`src/hw/rtl/assert_macros.svh`:
```
// assertion macros for the rtl files
`ifndef ASSERT_MACROS_SVH
`define ASSERT_MACROS_SVH
`ifndef SYNTHESIS
// property checked on every clock edge outside reset
`define ASSERT_RST(lbl, clk, rst_n, prop) \
  lbl: assert property (@(posedge clk) disable iff (!rst_n) prop) \
    else $error("assertion failed");
// property checked on every clock edge, reset included
`define ASSERT_ALWAYS(lbl, clk, prop) \
  lbl: assert property (@(posedge clk) prop) \
    else $error("assertion failed");
`else
`define ASSERT_RST(lbl, clk, rst_n, prop)
`define ASSERT_ALWAYS(lbl, clk, prop)
`endif
`endif

```
`src/hw/rtl/adl_pkg.sv`:
```
// package for the adc ladder button decoder: codes, widths and reset values
`timescale 1ns / 1ps
package adl_pkg;

  localparam int SAMPLE_BITS_DEF = 10;
  localparam int COUNT_BITS_DEF  = 7;

  localparam int CFG_IDX_BITS  = 3;
  localparam int CFG_DATA_BITS = 10;
  localparam int LEVEL_BITS    = 10;
  localparam int LIMIT_BITS    = 7;

  localparam logic [LEVEL_BITS-1:0] THRESH_RST     = 10'd90;
  localparam logic [LEVEL_BITS-1:0] BOUND_PM_RST   = 10'd200;
  localparam logic [LEVEL_BITS-1:0] BOUND_MM_RST   = 10'd380;
  localparam logic [LEVEL_BITS-1:0] BOUND_MN_RST   = 10'd480;
  localparam logic [LIMIT_BITS-1:0] PRESS_LIM_RST  = 7'd10;
  localparam logic [LIMIT_BITS-1:0] HOLD_LIM_RST   = 7'd100;

  typedef enum logic [CFG_IDX_BITS-1:0] {
    REG_CHANGE_THRESHOLD = 3'd0,
    REG_BOUND_PLUS_MENU  = 3'd1,
    REG_BOUND_MENU_MINUS = 3'd2,
    REG_BOUND_MINUS_NONE = 3'd3,
    REG_PRESS_LIMIT      = 3'd4,
    REG_HOLD_LIMIT       = 3'd5
  } cfg_reg_t;

  typedef enum logic [1:0] {
    KEY_NONE  = 2'd0,
    KEY_PLUS  = 2'd1,
    KEY_MENU  = 2'd2,
    KEY_MINUS = 2'd3
  } button_t;

  typedef enum logic [1:0] {
    EV_NONE  = 2'd0,
    EV_PRESS = 2'd1,
    EV_HOLD  = 2'd2
  } event_kind_t;

  typedef enum logic [1:0] {
    EB_PLUS  = 2'd0,
    EB_MENU  = 2'd1,
    EB_MINUS = 2'd2
  } event_button_t;

endpackage

```
`src/hw/rtl/adc_ladder_button_decoder_unit.sv`:
```
// top level of the adc ladder button decoder
`timescale 1ns / 1ps
`include "assert_macros.svh"

// Decodes one keypad ADC sample per transaction into the current button (none,
// plus, menu, minus) and a press or hold event. Each sample is captured in an
// input register, then one pass of compare and counter logic updates the
// decoder state and loads the result register, so one transaction is taken
// every cycle when the output is not stalled.
// The input register keeps accepting while a result waits on out_stall until
// both stages are full. Configuration writes (cfg_ready is always high) must
// only be done while no transaction is in flight.
module adc_ladder_button_decoder_unit #(
  parameter int SAMPLE_BITS = adl_pkg::SAMPLE_BITS_DEF,
  parameter int COUNT_BITS  = adl_pkg::COUNT_BITS_DEF
) (
  input  logic                             clk,
  input  logic                             rst_n,
  input  logic                             in_valid,
  output logic                             in_stall,
  input  logic [SAMPLE_BITS-1:0]           in_sample,
  output logic                             out_valid,
  input  logic                             out_stall,
  output logic [1:0]                       out_event_kind,
  output logic [1:0]                       out_event_button,
  output logic [1:0]                       out_current_button,
  input  logic                             cfg_valid,
  output logic                             cfg_ready,
  input  logic [adl_pkg::CFG_IDX_BITS-1:0] cfg_index,
  input  logic [adl_pkg::CFG_DATA_BITS-1:0] cfg_data
);

  localparam int LB = adl_pkg::LEVEL_BITS;
  localparam int MB = adl_pkg::LIMIT_BITS;
  localparam int CMP_W = (SAMPLE_BITS > LB) ? SAMPLE_BITS : LB;
  localparam int CNT_W = (COUNT_BITS > MB) ? COUNT_BITS : MB;
  localparam logic [COUNT_BITS-1:0] COUNT_MAX = {COUNT_BITS{1'b1}};

  // configuration registers
  logic [LB-1:0] thresh_r, bound_pm_r, bound_mm_r, bound_mn_r;
  logic [MB-1:0] press_lim_r, hold_lim_r;

  // pipeline and decoder state
  logic                   s1_valid_r;
  logic [SAMPLE_BITS-1:0] s1_sample_r;
  logic                   out_valid_r;
  logic [1:0]             out_kind_r, out_btn_r, out_cur_r;
  logic [1:0]             out_kind_nxt, out_btn_nxt;
  logic [SAMPLE_BITS-1:0] last_sample_r;
  adl_pkg::button_t       dec_r, dec_nxt;
  logic [COUNT_BITS-1:0]  plus_cnt_r, menu_cnt_r, minus_cnt_r;
  logic [COUNT_BITS-1:0]  plus_cnt_nxt, menu_cnt_nxt, minus_cnt_nxt;

  logic advance;
  logic [SAMPLE_BITS-1:0] diff;
  logic [CMP_W-1:0] s_ext, pm_ext, mm_ext, mn_ext;
  logic [1:0] ev_plus, ev_menu, ev_minus;

  assign cfg_ready = 1'b1;
  assign advance   = s1_valid_r && (!out_valid_r || !out_stall);
  assign in_stall  = s1_valid_r && !advance;

  assign out_valid          = out_valid_r;
  assign out_event_kind     = out_kind_r;
  assign out_event_button   = out_btn_r;
  assign out_current_button = out_cur_r;

  // one counter step: returns event kind, next count through cnt_n
  function automatic logic [1:0] track(input logic [COUNT_BITS-1:0] c, input logic held,
                                       input logic [MB-1:0] plim, input logic [MB-1:0] hlim,
                                       output logic [COUNT_BITS-1:0] cnt_n);
    logic [CNT_W-1:0] c_e, p_e, h_e;
    logic [1:0] ev;
    c_e = CNT_W'(c);
    p_e = CNT_W'(plim);
    h_e = CNT_W'(hlim);
    if (held) begin
      if (c_e < h_e && c != COUNT_MAX) begin
        cnt_n = c + 1'b1;
        ev = adl_pkg::EV_NONE;
      end else begin
        cnt_n = c;
        ev = adl_pkg::EV_HOLD;
      end
    end else begin
      cnt_n = '0;
      ev = (c_e >= p_e && c_e < h_e) ? adl_pkg::EV_PRESS : adl_pkg::EV_NONE;
    end
    return ev;
  endfunction

  assign diff = (s1_sample_r >= last_sample_r) ? (s1_sample_r - last_sample_r)
                                               : (last_sample_r - s1_sample_r);
  assign s_ext  = CMP_W'(s1_sample_r);
  assign pm_ext = CMP_W'(bound_pm_r);
  assign mm_ext = CMP_W'(bound_mm_r);
  assign mn_ext = CMP_W'(bound_mn_r);

  always_comb begin
    dec_nxt = dec_r;
    if (CMP_W'(diff) > CMP_W'(thresh_r)) begin
      if (dec_r != adl_pkg::KEY_PLUS && s_ext < pm_ext)
        dec_nxt = adl_pkg::KEY_PLUS;
      else if (dec_r != adl_pkg::KEY_MENU && s_ext > pm_ext && s_ext < mm_ext)
        dec_nxt = adl_pkg::KEY_MENU;
      else if (dec_r != adl_pkg::KEY_MINUS && s_ext > mm_ext && s_ext < mn_ext)
        dec_nxt = adl_pkg::KEY_MINUS;
      else if (dec_r != adl_pkg::KEY_NONE && s_ext > mn_ext)
        dec_nxt = adl_pkg::KEY_NONE;
    end
  end

  always_comb begin
    ev_plus  = track(plus_cnt_r, dec_nxt == adl_pkg::KEY_PLUS, press_lim_r, hold_lim_r,
                     plus_cnt_nxt);
    ev_minus = track(minus_cnt_r, dec_nxt == adl_pkg::KEY_MINUS, press_lim_r, hold_lim_r,
                     minus_cnt_nxt);
    ev_menu  = track(menu_cnt_r, dec_nxt == adl_pkg::KEY_MENU, press_lim_r, hold_lim_r,
                     menu_cnt_nxt);
    // plus wins over minus, minus over menu
    out_kind_nxt = adl_pkg::EV_NONE;
    out_btn_nxt  = adl_pkg::EB_PLUS;
    if (ev_plus != adl_pkg::EV_NONE) begin
      out_kind_nxt = ev_plus;
      out_btn_nxt  = adl_pkg::EB_PLUS;
    end else if (ev_minus != adl_pkg::EV_NONE) begin
      out_kind_nxt = ev_minus;
      out_btn_nxt  = adl_pkg::EB_MINUS;
    end else if (ev_menu != adl_pkg::EV_NONE) begin
      out_kind_nxt = ev_menu;
      out_btn_nxt  = adl_pkg::EB_MENU;
    end
  end

  // configuration registers
  always_ff @(posedge clk) begin
    if (!rst_n) begin
      thresh_r    <= adl_pkg::THRESH_RST;
      bound_pm_r  <= adl_pkg::BOUND_PM_RST;
      bound_mm_r  <= adl_pkg::BOUND_MM_RST;
      bound_mn_r  <= adl_pkg::BOUND_MN_RST;
      press_lim_r <= adl_pkg::PRESS_LIM_RST;
      hold_lim_r  <= adl_pkg::HOLD_LIM_RST;
    end else if (cfg_valid && cfg_ready) begin
      case (cfg_index)
        adl_pkg::REG_CHANGE_THRESHOLD: thresh_r    <= cfg_data[LB-1:0];
        adl_pkg::REG_BOUND_PLUS_MENU:  bound_pm_r  <= cfg_data[LB-1:0];
        adl_pkg::REG_BOUND_MENU_MINUS: bound_mm_r  <= cfg_data[LB-1:0];
        adl_pkg::REG_BOUND_MINUS_NONE: bound_mn_r  <= cfg_data[LB-1:0];
        adl_pkg::REG_PRESS_LIMIT:      press_lim_r <= cfg_data[MB-1:0];
        adl_pkg::REG_HOLD_LIMIT:       hold_lim_r  <= cfg_data[MB-1:0];
        default: ;
      endcase
    end
  end

  // pipeline control and decoder state
  always_ff @(posedge clk) begin
    if (!rst_n) begin
      s1_valid_r    <= 1'b0;
      out_valid_r   <= 1'b0;
      last_sample_r <= '0;
      dec_r         <= adl_pkg::KEY_NONE;
      plus_cnt_r    <= '0;
      menu_cnt_r    <= '0;
      minus_cnt_r   <= '0;
    end else begin
      if (in_valid && !in_stall)
        s1_valid_r <= 1'b1;
      else if (advance)
        s1_valid_r <= 1'b0;
      if (advance)
        out_valid_r <= 1'b1;
      else if (!out_stall)
        out_valid_r <= 1'b0;
      if (advance) begin
        last_sample_r <= s1_sample_r;
        dec_r         <= dec_nxt;
        plus_cnt_r    <= plus_cnt_nxt;
        menu_cnt_r    <= menu_cnt_nxt;
        minus_cnt_r   <= minus_cnt_nxt;
      end
    end
  end

  // payload registers
  always_ff @(posedge clk) begin
    if (in_valid && !in_stall)
      s1_sample_r <= in_sample;
    if (advance) begin
      out_kind_r <= out_kind_nxt;
      out_btn_r  <= out_btn_nxt;
      out_cur_r  <= dec_nxt;
    end
  end

  // only the decoded button may have a nonzero hold count
  `ASSERT_RST(a_one_count, clk, rst_n,
    $countones({plus_cnt_r != '0, menu_cnt_r != '0, minus_cnt_r != '0}) <= 1)
  `ASSERT_RST(a_stall_full, clk, rst_n, in_stall |-> (s1_valid_r && out_valid_r))
  `ASSERT_RST(a_hold_cur, clk, rst_n,
    (out_valid && out_event_kind == adl_pkg::EV_HOLD) |->
      ((out_event_button == adl_pkg::EB_PLUS && out_current_button == adl_pkg::KEY_PLUS) ||
       (out_event_button == adl_pkg::EB_MENU && out_current_button == adl_pkg::KEY_MENU) ||
       (out_event_button == adl_pkg::EB_MINUS && out_current_button == adl_pkg::KEY_MINUS)))
  `ASSERT_RST(a_press_rel, clk, rst_n,
    (out_valid && out_event_kind == adl_pkg::EV_PRESS) |->
      !((out_event_button == adl_pkg::EB_PLUS && out_current_button == adl_pkg::KEY_PLUS) ||
        (out_event_button == adl_pkg::EB_MENU && out_current_button == adl_pkg::KEY_MENU) ||
        (out_event_button == adl_pkg::EB_MINUS && out_current_button == adl_pkg::KEY_MINUS)))
  `ASSERT_RST(a_none_btn, clk, rst_n,
    (out_valid && out_event_kind == adl_pkg::EV_NONE) |-> out_event_button == adl_pkg::EB_PLUS)

endmodule
```
`config.mk`:
```
export PLATFORM = sky130hd
export DESIGN_NAME = adc_ladder_button_decoder_unit
export DESIGN_NICKNAME = d
export VERILOG_FILES = /design/src/hw/rtl/adl_pkg.sv /design/src/hw/rtl/adc_ladder_button_decoder_unit.sv
export VERILOG_INCLUDE_DIRS = /design/src /design/src/hw/rtl
export SDC_FILE = /design/constraint.sdc
export NUM_CORES = 1
export LEC_CHECK = 0
export BUFFER_PORTS_ARGS = -buffer_cell sky130_fd_sc_hd__buf_2
export CAP_MARGIN = 25
export CELL_PAD_IN_SITES_DETAIL_PLACEMENT = 0
export CELL_PAD_IN_SITES_GLOBAL_PLACEMENT = 1
export CORE_ASPECT_RATIO = 1.75
export CORE_MARGIN = 1.5
export CORE_UTILIZATION = 52
export CTS_BUF_LIST = sky130_fd_sc_hd__clkbuf_2
export DETAILED_ROUTE_END_ITERATION = 10
export PLACE_DENSITY_LB_ADDON = 0.1
export SLEW_MARGIN = 20
export SYNTH_ARGS = -nofsm -noshare
export SYNTH_HDL_FRONTEND = slang
export SYNTH_SLANG_ARGS = --single-unit
```
`constraint.sdc`:
```
create_clock -name clk -period 10.71 [get_ports clk]
set_input_delay 2.142 -clock clk [delete_from_list [all_inputs] [get_ports clk]]
set_output_delay 2.142 -clock clk [all_outputs]
set_load 0.05 [all_outputs]
```
======== Word-level counts from Yosys, hierarchy flattened ========
Cells that the tools add are included.
storage, ports and cells
  bits in registers ....................... 105
  bits in latches ......................... 0
  RAM bits ................................ 0
  bits in read-only memories .............. 0
  input bits .............................. 28
  output and inout port bits .............. 9
  logic and storage cells ................. 121
  memories ................................ 0
cells by class
  add/subtract/negate cells ............... 5
  multipliers ............................. 0
  div/mod/pow operators ................... 0
  order comparisons ....................... 14
  eq/ne operators ......................... 18
  shift operators ......................... 0
  multiplexer cells ....................... 30
  bitwise gates (word level) .............. 0
  reductions and logical operators ........ 36
operators with widths
  operator                                        number
  two-way mux 7 bit                               6
  > comparator 10 bit                             4
  less-than comparator 10 bit                     3
  two-way mux 2 bit                               15
  adder 7 x 1 -> 7 bit (second input constant)    3
  >= comparator 7 bit                             3
  less-than comparator 7 bit                      3
  != test 7 bit (second input constant)           3
  subtractor 10 bit                               2
  AND reduction 2 bit                             9
  logical AND 1 bit                               15
  >= comparator 10 bit                            1
  two-way mux 10 bit                              1
  != test 2 x 1 -> 1 bit (second input constant)  5
  nonzero test 2 bit                              5
  two-way mux 1 bit                               8
  == test 3 x 2 -> 1 bit (second input constant)  2
  == test 3 bit (second input constant)           2
  == test 2 bit (second input constant)           2
  zero test 1 bit                                 4
  != test 2 bit (second input constant)           2
  == test 3 x 1 -> 1 bit (second input constant)  1
  zero test 3 bit                                 1
  == test 2 x 1 -> 1 bit (second input constant)  1
  2 further kinds                                 2

======== Logic depth before layout (Yosys ltp) ========
Gate-level depths: netlist (run 1).
  depth in word-level cells ............... 13
  gate-level depth with buffers ........... 27
  mapped depth without buffers ............ 24

======== Worst setup path after synthesis (run 1) ========
OpenSTA, ideal clock, no wires.
  path kind ............................... register -> register
  start ................................... register s1_sample_r[0]
  end ..................................... register out_btn_r[0] (netlist: out_event_button[0]) (data pin)
  arrival ................................. 4,807 ps
  required time ........................... 10,550 ps
  setup slack ............................. 5,743 ps
  cell stages (with the launch flop) ...... 28
  period minus slack after synthesis ...... 4,967 ps
  path through ............................ edfxtp_1 -> inv_1 -> ha_1 -> inv_1 -> fa_1 -> nand2_1 -> nand2_1 -> a21oi_1 -> o21bai_1 -> o21a_1 -> o211ai_1 -> a21oi_1 -> clkbuf_1 -> mux2i_1 -> xor2_1 -> ha_1 -> a211oi_1 -> nor2_1 -> o21a_1 -> o32ai_1 -> a211o_1 -> and2_4 -> buf_6 -> inv_1 -> buf_2 -> a21oi_1 -> mux2_2 -> nor3b_1
on the way
  longest elaborated chain between the ends .. 11
  elaborated cells on any way between the ends .. 33
  classes of those cells .................. 2 x add/sub; 8 x order compare; 3 x eq/ne; 10 x mux; 10 x reduce/logical
ends and longest elaborated chain
  element                                                         RTL line                                                                                                             RTL
  start: declaration                                              adc_ladder_button_decoder_unit.sv:45                                                                                 logic [SAMPLE_BITS-1:0] s1_sample_r;
  start signal: assignment                                        adc_ladder_button_decoder_unit.sv:189                                                                                s1_sample_r <= in_sample;
  branches (longest 6 deep; another with subtractor 10 bit)       -
  two-way mux 2 bit (*)                                           adc_ladder_button_decoder_unit.sv:101                                                                                if (CMP_W'(diff) > CMP_W'(thresh_r)) begin
  named net dec_nxt[1]                                            adc_ladder_button_decoder_unit.sv:50                                                                                 adl_pkg::button_t dec_r, dec_nxt;
  == test 2 bit, or another cell as far along                     adc_ladder_button_decoder_unit.sv:118                                                                                ev_menu = track(menu_cnt_r, dec_nxt == adl_pkg::KEY_MENU, press_lim_r, hold_lim_r,
  two-way mux 2 bit                                               adc_ladder_button_decoder_unit.sv:77                                                                                 if (held) begin
  nonzero test 2 bit (on tied branches)                           adc_ladder_button_decoder_unit.sv:129, adc_ladder_button_decoder_unit.sv:123, adc_ladder_button_decoder_unit.sv:126
  two-way mux 1 bit / OR reduction 2 bit (equally long branches)  -
  end signal: assignment                                          adc_ladder_button_decoder_unit.sv:192                                                                                out_btn_r <= out_btn_nxt;
  end: declaration                                                adc_ladder_button_decoder_unit.sv:47                                                                                 logic [1:0] out_kind_r, out_btn_r, out_cur_r;
Mark *: on every way through the listed nets, which the timed path passes.
A chain may end at the register's enable or synchronous reset.

======== Worst setup path after layout (run 1) ========
  start ................................... register s1_sample_r[0]
  end ..................................... register plus_cnt_r[0]
on the way
  longest elaborated chain between the ends .. 10
  elaborated cells on any way between the ends .. 26
  classes of those cells .................. 2 x add/sub; 8 x order compare; 2 x eq/ne; 7 x mux; 7 x reduce/logical
ends and longest elaborated chain
  element                                                    RTL line                               RTL
  branches (longest 6 deep; another with subtractor 10 bit)  -
  two-way mux 2 bit (*)                                      adc_ladder_button_decoder_unit.sv:101
  == test 2 x 1 -> 1 bit (*)                                 adc_ladder_button_decoder_unit.sv:114  ev_plus = track(plus_cnt_r, dec_nxt == adl_pkg::KEY_PLUS, press_lim_r, hold_lim_r,
  != test 2 x 1 -> 1 bit (no line)                           -
  AND reduction 2 bit (no line)                              -
  end signal: assignment                                     adc_ladder_button_decoder_unit.sv:179  plus_cnt_r <= plus_cnt_nxt;
  end: declaration                                           adc_ladder_button_decoder_unit.sv:51   logic [COUNT_BITS-1:0] plus_cnt_r, menu_cnt_r, minus_cnt_r;
Mark *: on every way between the ends.

==> flow_summary.json, run 1 <==
{
  "routedWlPerCell_um": 18.2,
  "worst-path-buf-inv": 3,
  "grt_overflow": 0,
  "min_path_type": "flop to flop",
  "final_common_cell": "nand2_1",
  "hold_viol": 0,
  "finalCritPeriodShare_pct": 54.2,
  "num_vias": 5802,
  "holdWs_ns": 0.484,
  "viasPerCell": 5.71,
  "grt_max_degree": 78,
  "final_cell_area_um2": 7300,
  "swShare_pct": 32.5,
  "period_minus_slack_ns": 5.80,
  "grt_pass1_vias": 6020,
  "drcViolationCount": 0,
  "yosys_warnings": 0,
  "drv_slew": 0,
  "synth_edf_count": 16,
  "leakagePower_nw": 3.29,
  "power_density_nw_per_um2": 110,
  "postCtsSetupBuffers": 0,
  "cts-root-buf": "clkbuf_2",
  "p_switching_mw": 0.260,
  "antenna_found_initial": 1,
  "synth-seq-area-share_pct": 32.9,
  "crit_slowest_cell": "nor4b_1",
  "p_seq_share_pct": 53.4,
  "drtIter0Drc": 206,
  "crit_type": "flop to flop",
  "htreeDepth": 3,
  "synth-main-ff-cell": "dfxtp_1",
  "synth.distinct_cells": 57,
  "fp.dieArea_um2": 14000,
  "place_congestion": 0.881,
  "cts-resized-gates": 0,
  "finalClockSkew_ns": 0.0388,
  "finalSetupViolations": 0,
  "cts_tree": "done",
  "pre_cts_slack_ns": 4.63,
  "vdd_drop_max_v": 0.0000593,
  "setup_slack_ns": 4.91,
  "tightest_slew_ns": 0.880,
  "wl_um": 18500,
  "critical_path_required_ns": 11.29,
  "hpwlAfterDp_um": 14400,
  "synth_fp_nets": 946,
  "core_um2": 12900,
  "rsz0062_at_grt": "false",
  "area_delta_synth_final_pct": 6.19,
  "fin_setup_tns_ns": 0,
  "layout_common_cells": "138 x nand2_1, 101 x ha_1, 89 x dfxtp_1, 85 x inv_1, 48 x a21oi_1",
  "clock-sinks": 105,
  "clk_pin_slew_ns": 0.30,
  "clk_path_buf_depth": 2,
  "yosys_register_bits": 105,
  "die_y_um": 155,
  "drive_gt1_share_pct": 8.64,
  "grtUsageTotal_pct": 27.5,
  "row_count": 55,
  "async_flop_share_pct": 0,
  "slew_headroom_pct": 40.5,
  "dr.pass1.iters": 4,
  "internal_power_mw": 0.542,
  "ant_nets": 0,
  "cp_top_family": "compound AO/OA/AOI/OAI gates",
  "path_cells": "inv_1 > ha_1 > inv_1 > fa_1 > nand2_1 > nand2_1 > a21oi_1 > o21bai_1 > o21a_1 > o211ai_1 > a21oi_1 > buf_4 > mux2i_1 > xor2_1 > ha_1 > a211oi_1 > nor2_1 > o21a_1 > o32ai_1 > a22oi_1 > nand2_1 > nor4b_1 > o221a_2",
  "max-cap-violations": 0,
  "cts_hold_buffers": 0,
  "cp_max_fo": 12,
  "clkPwrFrac_pct": 24.8,
  "dpl_cell_area_um2": 7170,
  "ios": 37,
  "portBuffers": 35,
  "finish.utilization_pct": 56.5,
  "start_util_pct": 53.2,
  "combPwrFrac_pct": 21.8,
  "timing.fmax_ghz": 0.172,
  "worstSetupEndpointType": "flop",
  "critPathArrivalTime_ns": 6.39,
  "start_kind": "flop",
  "numCtsBuffers": 9,
  "grt_pass1_wl_um": 29800,
  "max_stage_delay_ns": 0.76,
  "fin_nets": 971,
  "clk_latency_ns": 0.60,
  "r2r_setup_slack_ns": 4.91,
  "timing.critical_path.mode_cell": "nand2_1",
  "synthCells": 815,
  "die_width_um": 89.9,
  "status": "completed",
  "synth_area_um2": 6880,
  "avgSynthCellArea_um2": 8.44
}
worst min-delay path, stage by stage, from the launching register on:
cell and delay, ns:
dfxtp_1 0.37, nand2_1 0.04, a21boi_0 0.07
logic make-up (layout without fill, tap and decap cells):
kind of cell / after synthesis / in the layout / share of synthesized area [%]
xor gates and xnor gates: 10 / 10 / 1.27
muxes: 17 / 17 / 2.51
adders and majority gates: 103 / 103 / 19.0
buffers and inverters: 114 / 144 / 6.64
and+or+nand+nor: 256 / 256 / 17.5
AOI/OAI and AO/OA: 209 / 209 / 20.2
other: 1 / 2 / 0.0545
DFF: 105 / 105 / 32.9
path summary, 6_finish.rpt:
kind                   from             to  cells past startpoint
min             thresh_r[2]    thresh_r[2]                      2
max reg2reg  s1_sample_r[0]  plus_cnt_r[0]                     23
min reg2reg     thresh_r[2]    thresh_r[2]                      2
max          s1_sample_r[0]  plus_cnt_r[0]                     23
flip-flops by register name (all words and copies together), names as in the netlist, 7 cells and up:
name	cells
thresh_r	10
plus_cnt_r	7
last_sample_r	10
bound_mn_r	10
bound_pm_r	10
press_lim_r	7
bound_mm_r	10
minus_cnt_r	7
s1_sample_r	10
menu_cnt_r	7
hold_lim_r	7
area by class of cell:
| type | count | area [um2] |
|---|---|---|
| Clock buffer | 11 | 55.1 |
| Clock inverter | 5 | 62.6 |
| Multi-Input combinational cell | 596 | 4160 |
| Antenna cell | 1 | 2.50 |
| Sequential cell | 105 | 2260 |
| Timing Repair Buffer | 42 | 225 |
| Tap cell | 171 | 214 |
| Fill cell | 1248 | 5630 |
| Inverter | 86 | 323 |
synthesized netlist by cell type (all sizes together), types with 4 or more instances:
cell type | n | area, um2
xnor2 | 7 | 61.3
a211oi | 9 | 72.6
nand2b | 11 | 68.8
a21boi | 47 | 353
o211ai | 22 | 165
or3 | 11 | 72.6
nand4 | 15 | 93.8
o21a | 4 | 30.0
ha | 101 | 1260
a31oi | 9 | 56.3
clkbuf | 22 | 82.6
a21o | 14 | 106
edfxtp | 16 | 480
o21ai | 36 | 180
nor3 | 5 | 25.0
nand2 | 138 | 518
nor2 | 21 | 78.8
and2 | 4 | 27.5
inv | 85 | 319
a21oi | 48 | 240
nor2b | 14 | 87.6
buf | 6 | 51.3
dfxtp | 89 | 1780
nand3 | 13 | 65.1
and3 | 15 | 98.8
mux2i | 15 | 150
layer usage:
metal / share of wire, % / wire length [um] / global-route usage (%) / up-vias
met5: 0 / 0 / 0 / -
met4: 6.1 / 1130 / 18.4 / 0
met3: 2.6 / 491 / 2.93 / 60
met2: 54 / 10100 / 53.5 / 111
met1: 37 / 6830 / 27.1 / 2740
li1: - / - / - / 2891
per-stage QoR:
step	instances	total power, mW
final	1017	0.802
after global placement	997	0.604
after floorplan	815	0.561
after CTS	1014	0.808
after detailed placement	998	0.609
after global routing	1017	0.846
power by group through the flow:
stage	sequential [mW]	combinational (mW)	clock, mW
finish	0.428	0.175	0.199
global route	0.431	0.196	0.219
CTS	0.428	0.175	0.205
detailed placement	0.436	0.173	0
global placement	0.435	0.169	0
floorplan	0.438	0.123	0
(Power assumes the default switching activity.)
==> inputs of run 2 (changes only) <==
--- a/config.mk
+++ b/config.mk
@@ -6,13 +6,14 @@
 export SDC_FILE = /design/constraint.sdc
 export NUM_CORES = 1
 export LEC_CHECK = 0
+export ABC_AREA = 1
 export BUFFER_PORTS_ARGS = -buffer_cell sky130_fd_sc_hd__buf_2
 export CAP_MARGIN = 25
 export CELL_PAD_IN_SITES_DETAIL_PLACEMENT = 0
 export CELL_PAD_IN_SITES_GLOBAL_PLACEMENT = 1
 export CORE_ASPECT_RATIO = 1.75
 export CORE_MARGIN = 1.5
-export CORE_UTILIZATION = 52
+export CORE_UTILIZATION = 43
 export CTS_BUF_LIST = sky130_fd_sc_hd__clkbuf_2
 export DETAILED_ROUTE_END_ITERATION = 10
 export PLACE_DENSITY_LB_ADDON = 0.1
==> constraint.sdc (replaced) <==
create_clock -name clk -period 4.8 [get_ports clk]
set_input_delay 0.96 -clock clk [delete_from_list [all_inputs] [get_ports clk]]
set_output_delay 0.96 -clock clk [all_outputs]
set_load 0.05 [all_outputs]
==> flow_summary.json, run 2 <==
{
  "start_kind": "flop",
  "viasPerCell": 5.03,
  "hold_viol": 0,
  "crit_slowest_cell": "edfxtp_1",
  "clk_latency_ns": 0.63,
  "synth_area_leaders": "dfxtp_1 25%, ha_1 18%, nand2_1 10%",
  "synth-seq-area-share_pct": 31.7,
  "fp.dieArea_um2": 17400,
  "cts-root-buf": "clkbuf_2",
  "dr.pass1.iters": 4,
  "cts-resized-gates": 0,
  "worstSetupEndpointType": "flop",
  "cts_hold_buffers": 0,
  "clock-sinks": 105,
  "synth_common_cells": "192 x nand2_1, 151 x inv_1, 101 x ha_1, 94 x a21oi_1, 89 x dfxtp_1",
  "core_um2": 16400,
  "ios": 37,
  "yosys_warnings": 0,
  "start_util_pct": 43.6,
  "cts_tree": "done",
  "die_y_um": 173,
  "cp_max_fo": 12,
  "fin_nets": 1128,
  "synth_top_area_cell": "dfxtp_1",
  "timing.fmax_ghz": 0.228,
  "clk_path_buf_depth": 2,
  "finalClockSkew_ns": 0.0380,
  "synth_fp_nets": 1094,
  "layout_common_cells": "192 x nand2_1, 151 x inv_1, 101 x ha_1, 94 x a21oi_1, 89 x dfxtp_1",
  "min_path_type": "input pin to flop",
  "grt_pass1_vias": 6327,
  "finish.utilization_pct": 47.0,
  "synth.distinct_cells": 45,
  "async_flop_share_pct": 0,
  "grt_pass1_wl_um": 32500,
  "path_cells": "inv_1 > ha_1 > inv_1 > o21bai_1 > a221oi_1 > o2111ai_1 > buf_4 > or2_2 > o21ai_0 > xor2_1 > ha_1 > nand2_1 > nor4_1 > nand3_1 > nand2_2 > inv_2 > nand3_2 > nand2_4 > nor2_8 > nand2_4 > nand2_1 > inv_1 > a21oi_1",
  "avgSynthCellArea_um2": 7.41,
  "portBuffers": 35,
  "critPathArrivalTime_ns": 4.85,
  "area_delta_synth_final_pct": 7.83,
  "wl_um": 20100,
  "fin_setup_tns_ns": 0,
  "ant_nets": 0,
  "grt_max_degree": 72,
  "clk_pin_slew_ns": 0.30,
  "holdWs_ns": 0.478,
  "synth_area_um2": 7140,
  "yosys_register_bits": 105,
  "leakagePower_nw": 3.77,
  "crit_type": "flop to flop",
  "antenna_found_initial": 1,
  "grt_overflow": 0,
  "status": "completed",
  "drcViolationCount": 0,
  "max-cap-violations": 0,
  "tightest_slew_ns": 0.738,
  "synth_edf_count": 16,
  "max_stage_delay_ns": 0.54,
  "slew_headroom_pct": 50.8,
  "routedWlPerCell_um": 16.4,
  "place_congestion": 0.914,
  "hpwlAfterDp_um": 16100,
  "finalSetupViolations": 0,
  "rsz0062_at_grt": "false",
  "num_vias": 6174,
  "final_common_cell": "nand2_1",
  "timing.critical_path.mode_cell": "inv_1",
  "grtUsageTotal_pct": 24.7,
  "synth.most_common_cell": "nand2_1",
  "synth_top_area_share_pct": 25.0,
  "drive_gt1_share_pct": 9.58,
  "drv_slew": 0,
  "synth-main-ff-cell": "dfxtp_1",
  "power_density_nw_per_um2": 264,
  "period_minus_slack_ns": 4.39,
  "row_count": 62,
  "numCtsBuffers": 9,
  "htreeDepth": 3,
  "finalCritPeriodShare_pct": 91.5,
  "critical_path_required_ns": 5.26,
  "synthCells": 963,
  "vdd_drop_max_v": 0.000119,
  "drtIter0Drc": 209,
  "postCtsSetupBuffers": 0,
  "die_width_um": 100
}
==> run 2: area by class of cell <==
class	count	area, um2
fillers	1744	8670
diodes	1	2.50
repair buffers	43	235
flip-flops and latches	105	2260
multi-input cells	680	4210
clock buffers	10	50.0
well taps	224	280
clock inverters	6	66.3
inverters	158	593
==> run 2: final timing paths <==
path	from	to	slack [ns]	cells past startpoint
hold reg to reg	bound_mm_r[9]	bound_mm_r[9]	0.48	2
hold / removal	in_sample[7]	s1_sample_r[7]	0.48	1
setup / recovery	s1_sample_r[7]	out_event_kind[1]	0.41	23
setup reg to reg	s1_sample_r[7]	out_event_kind[1]	0.41	23
==> run 2: per-layer routing <==
| metal | vias up | track usage [%] | share of wire (%) |
|---|---|---|---|
| met1 | 2803 | 24.9 | 37 |
| met4 | 0 | 13.0 | 4.9 |
| met2 | 96 | 47.7 | 56 |
| li1 | 3229 | - | - |
| met3 | 46 | 2.82 | 1.7 |
| met5 | - | 0 | 0 |
==> run 2: critical path, delay by kind of cell, from the launching register on <==
kind | cells | cell delay [ns]
fa+ha+maj | 2 | 0.67
xor+xnor | 1 | 0.09
flops | 1 | 0.54
simple gates | 10 | 1.44
buf+inv | 5 | 0.55
compound gates | 5 | 0.91
==> run 2: stage by stage <==
| stage | cells | setup WS (ns) | power, mW | area, um2 |
|---|---|---|---|---|
| after floorplan | 963 | 1.25 | 1.44 | 7140 |
| after global placement | 1210 | 0.570 | 1.61 | 7580 |
| after detailed placement | 1210 | 0.510 | 1.61 | 7580 |
| after CTS | 1226 | 0.430 | 2.07 | 7700 |
| after global routing | 1227 | 0.103 | 2.18 | 7700 |
| final | 1227 | 0.410 | 2.03 | 7700 |
==> run 2: where the power goes <==
part / switching, mW / leakage [nW] / internal [mW]
sequential: 0.0325 / 0.882 / 0.942
clock: 0.321 / 0.0781 / 0.126
combinational: 0.408 / 2.81 / 0.204
==> run 2: cell families after synthesis <==
logic type                 count (synthesis)  share of synthesized area [%]
other                                      1                         0.0525
adders and majority gates                103                           18.3
DFF                                      105                           31.7
AOI/OAI and AO/OA                        211                           16.6
and+or+nand+nor                          344                           21.3
buffers and inverters                    178                           9.46
xor gates and xnor gates                  21                           2.58
==> inputs of run 3 (changes only) <==
--- a/config.mk
+++ b/config.mk
@@ -13,8 +13,7 @@
 export CELL_PAD_IN_SITES_GLOBAL_PLACEMENT = 1
 export CORE_ASPECT_RATIO = 1.75
 export CORE_MARGIN = 1.5
-export CORE_UTILIZATION = 43
-export CTS_BUF_LIST = sky130_fd_sc_hd__clkbuf_2
+export CORE_UTILIZATION = 42
 export DETAILED_ROUTE_END_ITERATION = 10
 export PLACE_DENSITY_LB_ADDON = 0.1
 export SLEW_MARGIN = 20
==> flow_summary.json, run 3 (synthesis gave the netlist of run 2 again) <==
{
  "status": "completed",
  "clk_path_buf_depth": 2,
  "p_total_mw": 2.45,
  "row_count": 62,
  "ios": 37,
  "setup_slack_ns": 0.590,
  "fin_nets": 1125,
  "internal_power_mw": 1.63,
  "vdd_drop_max_v": 0.000200,
  "fin_setup_tns_ns": 0,
  "rsz0062_at_grt": "false",
  "fp.dieArea_um2": 17800,
  "grt_max_degree": 72,
  "finalCritPeriodShare_pct": 87.7,
  "die_y_um": 175,
  "leakagePower_nw": 3.84,
  "core_um2": 16500,
  "start_kind": "flop",
  "cp_top_family": "simple AND/OR/NAND/NOR gates",
  "finalSetupViolations": 0,
  "antenna_found_initial": 0,
  "cts-resized-gates": 0,
  "r2r_setup_slack_ns": 0.59,
  "clk_latency_ns": 0.37,
  "timing.critical_path.mode_cell": "nand2_1",
  "crit_type": "flop to flop",
  "numCtsBuffers": 9,
  "cp_max_fo": 13,
  "layout_common_cells": "192 x nand2_1, 151 x inv_1, 101 x ha_1, 94 x a21oi_1, 89 x dfxtp_1",
  "hold_viol": 0,
  "whs_path_depth": 2,
  "min_path_type": "flop to flop",
  "critPathArrivalTime_ns": 4.34,
  "num_vias": 6194,
  "slew_headroom_pct": 42.3,
  "power_density_nw_per_um2": 310,
  "drv_slew": 0,
  "cts_hold_buffers": 0,
  "timing.fmax_ghz": 0.238,
  "reg2reg_to": "out_event_kind[0]",
  "p_seq_share_pct": 39.6,
  "r2r_start": "s1_sample_r[7]",
  "min-delay-start": "bound_mn_r[9]",
  "combPwrFrac_pct": 25.6,
  "grt_pass1_vias": 6065,
  "hpwlAfterDp_um": 16900,
  "die_width_um": 102,
  "diodes": 0,
  "tightest_slew_ns": 0.860,
  "dr.pass1.iters": 4,
  "drtIter0Drc": 196,
  "worst-path-buf-inv": 6,
  "grt_overflow": 0,
  "finalClockSkew_ns": 0.0115,
  "final_common_cell": "nand2_1",
  "p_switching_mw": 0.819,
  "r2r_cells": 26,
  "period_minus_slack_ns": 4.21,
  "routedWlPerCell_um": 17.4,
  "start_util_pct": 43.2,
  "cts-root-buf": "clkbuf_16",
  "max_stage_delay_ns": 0.47,
  "swShare_pct": 33.4,
  "grtUsageTotal_pct": 25.2,
  "clkPwrFrac_pct": 34.8,
  "htreeDepth": 3,
  "max-cap-violations": 0,
  "postCtsSetupBuffers": 0,
  "min_to": "bound_mn_r[9]",
  "ant_nets": 0,
  "clock-sinks": 105,
  "critical_path_required_ns": 4.93,
  "wl_um": 21300,
  "crit_slowest_cell": "edfxtp_1",
  "area_delta_synth_final_pct": 10.6,
  "portBuffers": 35,
  "drcViolationCount": 0,
  "worstSetupEndpointType": "flop",
  "drive_gt1_share_pct": 9.21,
  "grt_pass1_wl_um": 32700,
  "pre_cts_slack_ns": 0.616,
  "holdWs_ns": 0.464,
  "viasPerCell": 5.06,
  "cts_tree": "done",
  "clk_pin_slew_ns": 0.08,
  "place_congestion": 0.894
}
run 3: cell types whose count changed in the layout (fill, tap and decap cells not counted), moves of 2 or more:
cell / delta
buf_4: -3
clkbuf_16: +10
clkbuf_2: -10
clkinv_2: -2
run 3: metrics by stage:
| stage | std cells | instance area [um2] | utilization (%) |
|---|---|---|---|
| after floorplan | 963 | 7140 | - |
| after global placement | 1207 | 7560 | 45.7 |
| after detailed placement | 1207 | 7560 | 45.7 |
| after CTS | 1223 | 7900 | 47.8 |
| after global routing | 1223 | 7900 | 47.8 |
| final | 1223 | 7900 | 47.8 |
run 3: worst max-delay path by stage:
stage                     depth (start not counted)           start  slack, ns             endpoint
after floorplan                                  20  s1_sample_r[7]       1.25  out_event_button[0]
after global placement                           26  s1_sample_r[6]       0.65    out_event_kind[0]
after detailed placement                         24  s1_sample_r[0]       0.62  out_event_button[0]
after CTS                                        24  s1_sample_r[7]       0.58  out_event_button[0]
after global routing                             26  s1_sample_r[6]       0.15  out_event_button[1]
final                                            26  s1_sample_r[7]       0.59    out_event_kind[0]
run 3: worst register-to-register path, stage by stage (launching register included):
cell	delay, ns
edfxtp_1	0.47
inv_1	0.10
ha_1	0.35
inv_1	0.16
o21bai_1	0.13
a221oi_1	0.25
o2111ai_1	0.14
buf_4	0.20
inv_1	0.16
nand2_1	0.07
nand2_1	0.07
xnor2_1	0.11
inv_1	0.06
ha_1	0.31
nand2_1	0.07
nor2_1	0.15
o211ai_1	0.10
nand3_1	0.11
nand2_2	0.13
inv_2	0.11
nand3_2	0.09
nand2_4	0.16
nand2_2	0.13
nand2_1	0.13
o21ai_0	0.10
nand2_1	0.07
nand2_1	0.04
run 3: area by class of cell:
type,count,area [um2]
sequential,105,2260
tap,224,280
clock inverter,6,88.8
fill,1777,8630
timing repair buffer,40,213
multi-input combinational,680,4210
clock buffer,10,250
inverter,158,593
run 3: power by group through the flow:
stage,clock (mW),sequential (mW),combinational [mW]
after CTS,0.874,0.971,0.635
after floorplan,0,0.999,0.441
after global placement,0,0.992,0.630
after detailed placement,0,0.992,0.631
final,0.851,0.971,0.627
after global routing,0.904,0.976,0.708
run 3: routing by layer:
layer  vias up  track usage, %  share of wire [%]  routed length, um
met5         -               0                  0                  0
met4         0            14.2                5.3               1140
met3        41            3.26                2.2                466
met2       100            49.4                 57              12000
met1      2815            24.1                 36               7660
li1       3238               -                  -                  -
